--- src/ppm_pkg.sv ---
`timescale 1ns / 1ps
// ----------------------------------------------------------------------------
// PPM frame generator package
// Shared widths, register indexes, request codes and reset constants.
// ----------------------------------------------------------------------------
package ppm_pkg;

    // Field widths
    localparam int WIDTH_W = 12;   // stored pulse width
    localparam int PERIOD_W = 16;  // timer period and frame length
    localparam int SLOT_W = 4;     // slot code on the result side
    localparam int CHAN_W = 3;     // channel index of a write request
    localparam int LEVEL_W = 10;   // channel level of a write request
    localparam int CFG_IDX_W = 2;
    localparam int CFG_DATA_W = 16;

    // Configuration register indexes
    localparam logic [CFG_IDX_W-1:0] REG_FRAME_LENGTH = 2'd0;
    localparam logic [CFG_IDX_W-1:0] REG_PULSE_MIN = 2'd1;
    localparam logic [CFG_IDX_W-1:0] REG_PULSE_MAX = 2'd2;

    // Request kinds carried in tuser
    localparam logic REQ_WRITE = 1'b0;
    localparam logic REQ_TICK = 1'b1;

    // Reset values
    localparam logic [PERIOD_W-1:0] FRAME_RESET = 16'd22500;
    localparam logic [WIDTH_W-1:0] PMIN_RESET = 12'd900;
    localparam logic [WIDTH_W-1:0] PMAX_RESET = 12'd2300;
    localparam logic [WIDTH_W-1:0] PULSE_MID = 12'd1600;

    // Full-scale level, divisor of the scaling
    localparam logic [LEVEL_W-1:0] LEVEL_TOP = 10'd1023;

    // Table write from the scaler to the pulse memory
    typedef struct packed {
        logic               en;
        logic [SLOT_W-1:0]  addr;
        logic [WIDTH_W-1:0] data;
    } tbl_wr_t;

endpackage

--- src/ppm_scale.sv ---
`timescale 1ns / 1ps
// ----------------------------------------------------------------------------
// PPM level scaler
// Two-stage pipeline: width = pulse_min + level*(pulse_max-pulse_min)/1023,
// truncated toward zero. Stage one multiplies the magnitudes, stage two
// divides by 1023 through a reciprocal series and one correction step.
// ----------------------------------------------------------------------------
module ppm_scale
    import ppm_pkg::*;
(
    input  logic               clk,
    input  logic               rst_n,
    input  logic               in_valid,
    input  logic [CHAN_W-1:0]  chan,
    input  logic [LEVEL_W-1:0] level,
    input  logic [WIDTH_W-1:0] pulse_min,
    input  logic [WIDTH_W-1:0] pulse_max,
    output tbl_wr_t            wr
);

    localparam int PROD_W = LEVEL_W + WIDTH_W;  // 22 bits

    logic [WIDTH_W:0]    diff;
    logic                neg;
    logic [WIDTH_W-1:0]  mag;
    logic [PROD_W-1:0]   prod_next;

    logic                valid_reg;
    logic [CHAN_W-1:0]   chan_reg;
    logic                neg_reg;
    logic [PROD_W-1:0]   prod_reg;

    logic [PROD_W:0]     series;
    logic [12:0]         q_est;
    logic [PROD_W:0]     q_times;
    logic [PROD_W:0]     rem;
    logic [12:0]         quot;

    // Sign and magnitude of the span, so the quotient truncates toward zero
    always_comb
    begin
        diff = {1'b0, pulse_max} - {1'b0, pulse_min};
        neg = diff[WIDTH_W];
        mag = neg ? WIDTH_W'(-diff) : diff[WIDTH_W-1:0];
        prod_next = {{WIDTH_W{1'b0}}, level} * {{LEVEL_W{1'b0}}, mag};
    end

    always_ff @(posedge clk or negedge rst_n)
    begin
        if (!rst_n)
        begin
            valid_reg <= 1'b0;
        end
        else
        begin
            valid_reg <= in_valid;
        end
    end

    always_ff @(posedge clk)
    begin
        if (in_valid)
        begin
            chan_reg <= chan;
            neg_reg <= neg;
            prod_reg <= prod_next;
        end
    end

    // 1/1023 = (1/1024)(1 + 2^-10 + 2^-20 + ...); estimate is low by at most one
    always_comb
    begin
        series = {1'b0, prod_reg} + {11'd0, prod_reg[PROD_W-1:10]}
                 + {21'd0, prod_reg[PROD_W-1:20]};
        q_est = series[PROD_W:10];
        q_times = {q_est, 10'd0} - {10'd0, q_est};
        rem = {1'b0, prod_reg} - q_times;
        quot = (rem >= {13'd0, LEVEL_TOP}) ? q_est + 13'd1 : q_est;
        wr.en = valid_reg;
        wr.addr = SLOT_W'(chan_reg);
        wr.data = neg_reg ? pulse_min - quot[WIDTH_W-1:0]
                          : pulse_min + quot[WIDTH_W-1:0];
    end

endmodule

--- src/ppm_frame_generator.sv ---
`timescale 1ns / 1ps
// ----------------------------------------------------------------------------
// PPM frame generator
// Scales channel levels into pulse widths held in a small memory and plays
// them out, one timer period per tick, followed by the clamped sync gap.
// ----------------------------------------------------------------------------
//
// Channel   Dir  Transaction
// s_axis    in   write request (tuser = 0) or timer tick (tuser = 1)
// m_axis    out  one timer period per tick; write requests give nothing
// cfg       in   register write, no handshake, taken when cfg_we is high
//
// One request per cycle is sustained while the output is not stalled. A
// tick reads the pulse memory at acceptance; its period then passes the tick
// stage and the output register. A write request is registered in the
// multiplier stage and written into the memory in the following cycle; a
// tick reading that entry in that cycle takes the new width via a bypass register.
// Reset clears the slot pointer, the running sum, the entry valid bits and
// all handshake state; an entry never written reads as the reset midpoint.
// A stall on m_axis holds the output register and the tick stage, and
// s_axis_tready drops only when both are full.
// ----------------------------------------------------------------------------
module ppm_frame_generator
    import ppm_pkg::*;
#(
    parameter int NUM_CHANNELS = 8
)
(
    input  logic                  clk,
    input  logic                  rst_n,

    input  logic                  cfg_we,
    input  logic [CFG_IDX_W-1:0]  cfg_index,
    input  logic [CFG_DATA_W-1:0] cfg_wdata,

    input  logic                  s_axis_tvalid,
    output logic                  s_axis_tready,
    input  logic [15:0]           s_axis_tdata,   // chan_index[2:0], chan_value[12:3]
    input  logic                  s_axis_tuser,   // req_type[0]

    output logic                  m_axis_tvalid,
    input  logic                  m_axis_tready,
    output logic [15:0]           m_axis_tdata,   // period_ticks[15:0]
    output logic [4:0]            m_axis_tuser    // slot[3:0], sync_underflow[4]
);

    localparam int CH_AW = (NUM_CHANNELS > 1) ? $clog2(NUM_CHANNELS) : 1;
    localparam int PTR_W = $clog2(NUM_CHANNELS + 1);

    // Configuration registers
    logic [PERIOD_W-1:0] frame_len_reg;
    logic [WIDTH_W-1:0]  pmin_reg;
    logic [WIDTH_W-1:0]  pmax_reg;

    // Input unpacking
    logic                s_accept;
    logic                in_req;
    logic [CHAN_W-1:0]   in_chan;
    logic [LEVEL_W-1:0]  in_level;
    logic                wr_req;
    logic                tick_req;

    // Scaler write into the table
    tbl_wr_t             wr;
    logic [CH_AW-1:0]    wr_addr;

    // Pulse memory and entry valid bits
    logic [WIDTH_W-1:0]  pulse_mem [NUM_CHANNELS];
    logic [NUM_CHANNELS-1:0] vld_reg;

    // Slot sequencing
    logic [PTR_W-1:0]    ptr_reg;
    logic [PTR_W-1:0]    ptr_next;
    logic                ptr_is_chan;
    logic [CH_AW-1:0]    rd_addr;
    logic                rd_en;

    // Tick stage: memory data plus bypass
    logic                s1_valid_reg;
    logic                s1_sync_reg;
    logic [SLOT_W-1:0]   s1_slot_reg;
    logic [WIDTH_W-1:0]  s1_rdata_reg;
    logic                s1_vld_reg;
    logic                s1_byp_reg;
    logic [WIDTH_W-1:0]  s1_bdata_reg;
    logic                s1_adv;
    logic [WIDTH_W-1:0]  s1_width;

    // Running sum and sync gap
    logic [PERIOD_W-1:0] sum_reg;
    logic [PERIOD_W-1:0] sum_next;
    logic                gap_under;
    logic [PERIOD_W-1:0] gap;

    // Output register
    logic                out_valid_reg;
    logic [PERIOD_W-1:0] out_period_reg;
    logic [SLOT_W-1:0]   out_slot_reg;
    logic                out_under_reg;

    // ------------------------------------------------------------------
    // Configuration writes; unknown indexes drop
    // ------------------------------------------------------------------
    always_ff @(posedge clk or negedge rst_n)
    begin
        if (!rst_n)
        begin
            frame_len_reg <= FRAME_RESET;
            pmin_reg <= PMIN_RESET;
            pmax_reg <= PMAX_RESET;
        end
        else if (cfg_we)
        begin
            case (cfg_index)
                REG_FRAME_LENGTH: frame_len_reg <= cfg_wdata;
                REG_PULSE_MIN:    pmin_reg <= cfg_wdata[WIDTH_W-1:0];
                REG_PULSE_MAX:    pmax_reg <= cfg_wdata[WIDTH_W-1:0];
                default:          ;
            endcase
        end
    end

    // ------------------------------------------------------------------
    // Input side
    // ------------------------------------------------------------------
    assign s1_adv = s1_valid_reg && (!out_valid_reg || m_axis_tready);
    assign s_axis_tready = !s1_valid_reg || s1_adv;
    assign s_accept = s_axis_tvalid && s_axis_tready;

    assign in_req = s_axis_tuser;
    assign in_chan = s_axis_tdata[CHAN_W-1:0];
    assign in_level = s_axis_tdata[CHAN_W+LEVEL_W-1:CHAN_W];

    // Drop writes aimed beyond the last channel
    assign wr_req = s_accept && (in_req == REQ_WRITE) && (32'(in_chan) < NUM_CHANNELS);
    assign tick_req = s_accept && (in_req == REQ_TICK);

    ppm_scale u_scale (
        .clk       (clk),
        .rst_n     (rst_n),
        .in_valid  (wr_req),
        .chan      (in_chan),
        .level     (in_level),
        .pulse_min (pmin_reg),
        .pulse_max (pmax_reg),
        .wr        (wr)
    );

    assign wr_addr = wr.addr[CH_AW-1:0];

    // ------------------------------------------------------------------
    // Slot pointer: advance through the channels, then the sync slot
    // ------------------------------------------------------------------
    always_comb
    begin
        ptr_is_chan = 32'(ptr_reg) < NUM_CHANNELS;
        ptr_next = ptr_reg;
        if (tick_req)
        begin
            ptr_next = ptr_is_chan ? ptr_reg + PTR_W'(1) : '0;
        end
        rd_addr = ptr_reg[CH_AW-1:0];
        rd_en = tick_req && ptr_is_chan;
    end

    always_ff @(posedge clk or negedge rst_n)
    begin
        if (!rst_n)
        begin
            ptr_reg <= '0;
        end
        else
        begin
            ptr_reg <= ptr_next;
        end
    end

    // ------------------------------------------------------------------
    // Pulse memory: one write port from the scaler, one registered read
    // ------------------------------------------------------------------
    always_ff @(posedge clk)
    begin
        if (wr.en)
        begin
            pulse_mem[wr_addr] <= wr.data;
        end
        if (rd_en)
        begin
            s1_rdata_reg <= pulse_mem[rd_addr];
        end
    end

    always_ff @(posedge clk or negedge rst_n)
    begin
        if (!rst_n)
        begin
            vld_reg <= '0;
        end
        else if (wr.en)
        begin
            vld_reg[wr_addr] <= 1'b1;
        end
    end

    // ------------------------------------------------------------------
    // Tick stage: capture slot info, valid bit and same-cycle bypass
    // ------------------------------------------------------------------
    always_ff @(posedge clk or negedge rst_n)
    begin
        if (!rst_n)
        begin
            s1_valid_reg <= 1'b0;
        end
        else if (tick_req)
        begin
            s1_valid_reg <= 1'b1;
        end
        else if (s1_adv)
        begin
            s1_valid_reg <= 1'b0;
        end
    end

    always_ff @(posedge clk)
    begin
        if (tick_req)
        begin
            s1_sync_reg <= !ptr_is_chan;
            s1_slot_reg <= ptr_is_chan ? SLOT_W'(ptr_reg) : SLOT_W'(NUM_CHANNELS);
            s1_vld_reg <= vld_reg[rd_addr];
            // Write landing at this edge is invisible to the read: bypass it
            s1_byp_reg <= wr.en && (wr_addr == rd_addr);
            s1_bdata_reg <= wr.data;
        end
    end

    always_comb
    begin
        if (s1_byp_reg)
        begin
            s1_width = s1_bdata_reg;
        end
        else if (s1_vld_reg)
        begin
            s1_width = s1_rdata_reg;
        end
        else
        begin
            s1_width = PULSE_MID;
        end
    end

    // ------------------------------------------------------------------
    // Running sum and sync gap, clamped at zero
    // ------------------------------------------------------------------
    always_comb
    begin
        gap_under = sum_reg > frame_len_reg;
        gap = gap_under ? '0 : frame_len_reg - sum_reg;
        sum_next = sum_reg;
        if (s1_adv)
        begin
            sum_next = s1_sync_reg ? '0 : sum_reg + PERIOD_W'(s1_width);
        end
    end

    always_ff @(posedge clk or negedge rst_n)
    begin
        if (!rst_n)
        begin
            sum_reg <= '0;
        end
        else
        begin
            sum_reg <= sum_next;
        end
    end

    // ------------------------------------------------------------------
    // Output register; hold while the sink stalls
    // ------------------------------------------------------------------
    always_ff @(posedge clk or negedge rst_n)
    begin
        if (!rst_n)
        begin
            out_valid_reg <= 1'b0;
        end
        else if (s1_adv)
        begin
            out_valid_reg <= 1'b1;
        end
        else if (m_axis_tready)
        begin
            out_valid_reg <= 1'b0;
        end
    end

    always_ff @(posedge clk)
    begin
        if (s1_adv)
        begin
            out_period_reg <= s1_sync_reg ? gap : PERIOD_W'(s1_width);
            out_slot_reg <= s1_slot_reg;
            out_under_reg <= s1_sync_reg && gap_under;
        end
    end

    assign m_axis_tvalid = out_valid_reg;
    assign m_axis_tdata = out_period_reg;
    assign m_axis_tuser = {out_under_reg, out_slot_reg};

endmodule
--- config.mk ---
export PLATFORM = sky130hd
export DESIGN_NAME = ppm_frame_generator
export DESIGN_NICKNAME = d
export VERILOG_FILES = /design/src/ppm_pkg.sv /design/src/ppm_scale.sv /design/src/ppm_frame_generator.sv
export SDC_FILE = /design/constraint.sdc
export NUM_CORES = 1
export LEC_CHECK = 0
export BUFFER_PORTS_ARGS = -buffer_cell sky130_fd_sc_hd__buf_2
export CAP_MARGIN = 15
export CORE_UTILIZATION = 23
export CTS_CLUSTER_DIAMETER = 60
export DETAILED_ROUTE_END_ITERATION = 12
export SETUP_SLACK_MARGIN = 0.5
export SLEW_MARGIN = 0
export SYNTH_ARGS = -nofsm -noshare
export SYNTH_HDL_FRONTEND = slang
export SYNTH_SLANG_ARGS = --single-unit
--- constraint.sdc ---
create_clock -name clk -period 9 [get_ports clk]
set_clock_uncertainty 0.05 [all_clocks]
set_input_delay 2.7 -clock clk [delete_from_list [all_inputs] [get_ports clk]]
set_output_delay 2.7 -clock clk [all_outputs]
set_load 0.02 [all_outputs]
==> metrics.yaml <==
grt.met2_usage_pct: 16.8
grt_most_used_layer: "met2"
critPathSlowestCell: "fa_2"
clock_sink_count: 245
number_of_buffers_created_by_cts: 29
cp-startpoint: "u_scale.prod_reg[21]"
finalSetupTns_ns: 0
area_growth_syn_to_layout_pct: 20.9
viasPerCell: 4.35
firstDrtPassIters: 4
num_vias: 12600
timing.reg2reg.setup_slack_ns: 0.84
grt_util_met3_pct: 1.55
hold_buffers: 0
synth.distinct_cells: 88
run_status: "completed"
grt_util_met1_pct: 14.7
synth.top_cell.area_share_pct: 28.7
synth_fp_nets: 1967
placementRows: 102
hpwlAfterDp_um: 32400
detail_route.wirelength_um: 42600
timing.critical_path.from_type: "register"
drtAntennaViolNets: 0
clock_tree.root_cell: "clkbuf_16"
number_of_warnings_issued_by_yosys: 0
syn_area_per_cell_um2: 10.9
critPathArrivalTime_ns: 8.40
final_common_cell: "inv_1"
die-width_um: 283
route.detailed.wl_per_inst_um: 14.7
finalCritPeriodShare_pct: 90.7
worst_hold_path_ep: "out_slot_reg[1]"
r2r-end: "pulse_mem[2][11]"
synth-compound-area-share_pct: 11.7
yosys.area_share.simple_pct: 11.0
grt_start_max_net_pins: 72
die-area_um2: 80200
grt.overflow.total: 0
drt_iter0_markers: 633
timing.final.hold_violations: 0
max_cap_viol_count: 0
clock_tree.buffer_depth: 3
grt_util_all_layers_pct: 10.4
floorplan.initialDensity_pct: 23.4
critical_path.endpoint_type: "register"
fmax_mhz: 122
number_of_cell_instances_on_the_worst_register_to_register_path: 40
final_cell_mix: "inv_1, edfxtp_1, ha_1, nand2_1, buf_4"
synthesis.area_um2: 18200
tritoncts: "built"
grt_pass1_wl_um: 67700
critPathRequiredTime_ns: 9.24
die-height_um: 283
dominantRegCellSynth: "edfxtp_1"
count_of_input_and_output_buffers: 59
top_level_ports: 63
worst-slew-pin-transition_ns: 1.07
number_of_flops_mapped_to_enable_cells_by_yosys: 174
synth_top_family_by_area: "adder cells"
hp-class: "reg2reg"
drive_gt1_share_pct: 23.2
syn_inst: 1668
clk_latency_ns: 0.57
maxSlewViolCount: 0
hold_path_depth: 0
ys_seq_elements: 245
grt_antenna_before_repair: 4
yosysTopAreaCell: "edfxtp_1"
clkSlewWorstSetupHoldPaths_ns: 0.06
xor_xnor_share_of_the_synthesized_area_pct: 5.22
synth-seq-area-share_pct: 38.6
synth.area.mux_share_pct: 6.78
synth.area.top_cells: "edfxtp_1, ha_1, fa_1"
setup_viol: 0
routabilityCongestion: 0.831
hold_path_startpoint: "s1_slot_reg[1]"
slowest_cell_delay_on_critical_path_ns: 0.62
origin_of_the_critical_flop_to_flop_path: "u_scale.prod_reg[21]"
adder_cell_area_share_of_the_yosys_netlist_pct: 21.4
unrepaired_setup_endpoints_after_global_routing: "yes"
maxSlewHeadroom_pct: 28.9
postSynth.asyncResetShare_pct: 29.0
setup.worst_path.class: "reg2reg"
crit_fanout: 6
largest_reg_flops: 96
core_ar_um2: 77800
h-tree-depth: 1
remaining_drc_errors: 0
layout.nets: 2128
timing.critical_path.mode_cell: "inv_2"
layout_min_cycle_time_ns: 8.16
vias_in_the_first_global_route: 12500
## kinds of logic after synthesis
logic type                 Yosys count
buffers and inverters              253
DFF                                245
adders and majority gates          259
and+or+nand+nor                    411
AOI/OAI and AO/OA                  310
muxes                               84
xor gates and xnor gates           106
## how the worst max path moves through the flow
| stage | endpoint | slack (ns) | cells after the start |
|---|---|---|---|
| final | pulse_mem[2][11] | 0.84 | 40 |
| after global routing | pulse_mem[2][11] | 0.34 | 39 |
| after CTS | pulse_mem[2][11] | 0.50 | 40 |
| after detailed placement | pulse_mem[1][11] | 0.06 | 41 |
| after global placement | pulse_mem[1][11] | 0.04 | 41 |
| after floorplan | pulse_mem[0][11] | 0.54 | 42 |
## repair_timing
action,4_1_cts,5_1_grt
cloned,1,1
hold endpoints to repair,0,0
buffers inserted,4,21
setup endpoints to repair,29,60
resized for setup,32,73
pin swaps,30,56
## worst max-delay path: cells and delay by family (launching register included)
kind                       cells  cell delay, ns
and+or+nand+nor                8            1.22
DFF                            1            0.44
buffers and inverters          7            0.79
adders and majority gates      6            1.86
xor gates and xnor gates       3            0.57
AOI/OAI and AO/OA             16            2.95
## metrics by stage
step | std cells | utilization, % | setup slack, ns | cell area (um^2) | hold slack, ns
detailed placement | 2811 | 26.1 | 0.0576 | 20300 | 0.355
global route | 2891 | 28.2 | 0.342 | 22000 | 0.379
global placement | 2811 | 26.1 | 0.0412 | 20300 | 0.353
CTS | 2869 | 27.6 | 0.503 | 21500 | 0.369
floorplan | 1668 | - | 0.539 | 18200 | 0.350
finish | 2892 | 28.2 | 0.836 | 22000 | 0.367
## area by class of cell
cell class / instances / area, um^2
fill: 8114 / 55900
multi-input combinational: 1172 / 10700
sequential: 245 / 7030
tap: 1040 / 1300
timing repair buffer: 173 / 1190
inverter: 208 / 781
clock buffer: 36 / 762
clock inverter: 17 / 196
antenna: 1 / 2.50
## layer usage
metal | vias up | wire length, um
met3 | 39 | 1670
met4 | 0 | 641
met5 | - | 0
met2 | 200 | 19400
li1 | 6199 | -
met1 | 6130 | 20800
## Yosys cell counts, types with 5 or more instances
cell type  number
a211oi_1        7
a21boi_0       14
a21o_1         21
a21oi_1        73
a22o_1         10
a31oi_1         8
and2_1         45
and3_1         11
buf_1           6
buf_2           5
clkbuf_1       33
dfrtp_1        51
dfstp_2        20
edfxtp_1      174
fa_1           86
ha_1          173
inv_1         206
mux2_2         54
mux4_2         26
nand2_1       139
nand2b_1       19
nand3_1        23
nand4_1        10
nor2_1         77
nor2b_1        20
nor3_1         27
nor3b_1         6
o2111ai_1       6
o211ai_1        6
o21a_1         12
o21ai_0        70
o21ai_1         5
o21bai_1       17
o31ai_1         7
or2_2           9
or3_1           8
xnor2_1        80
xor2_1         24
Power is not shown: default switching activity piles up to over one toggle a cycle in this logic, so the estimate is an artifact.
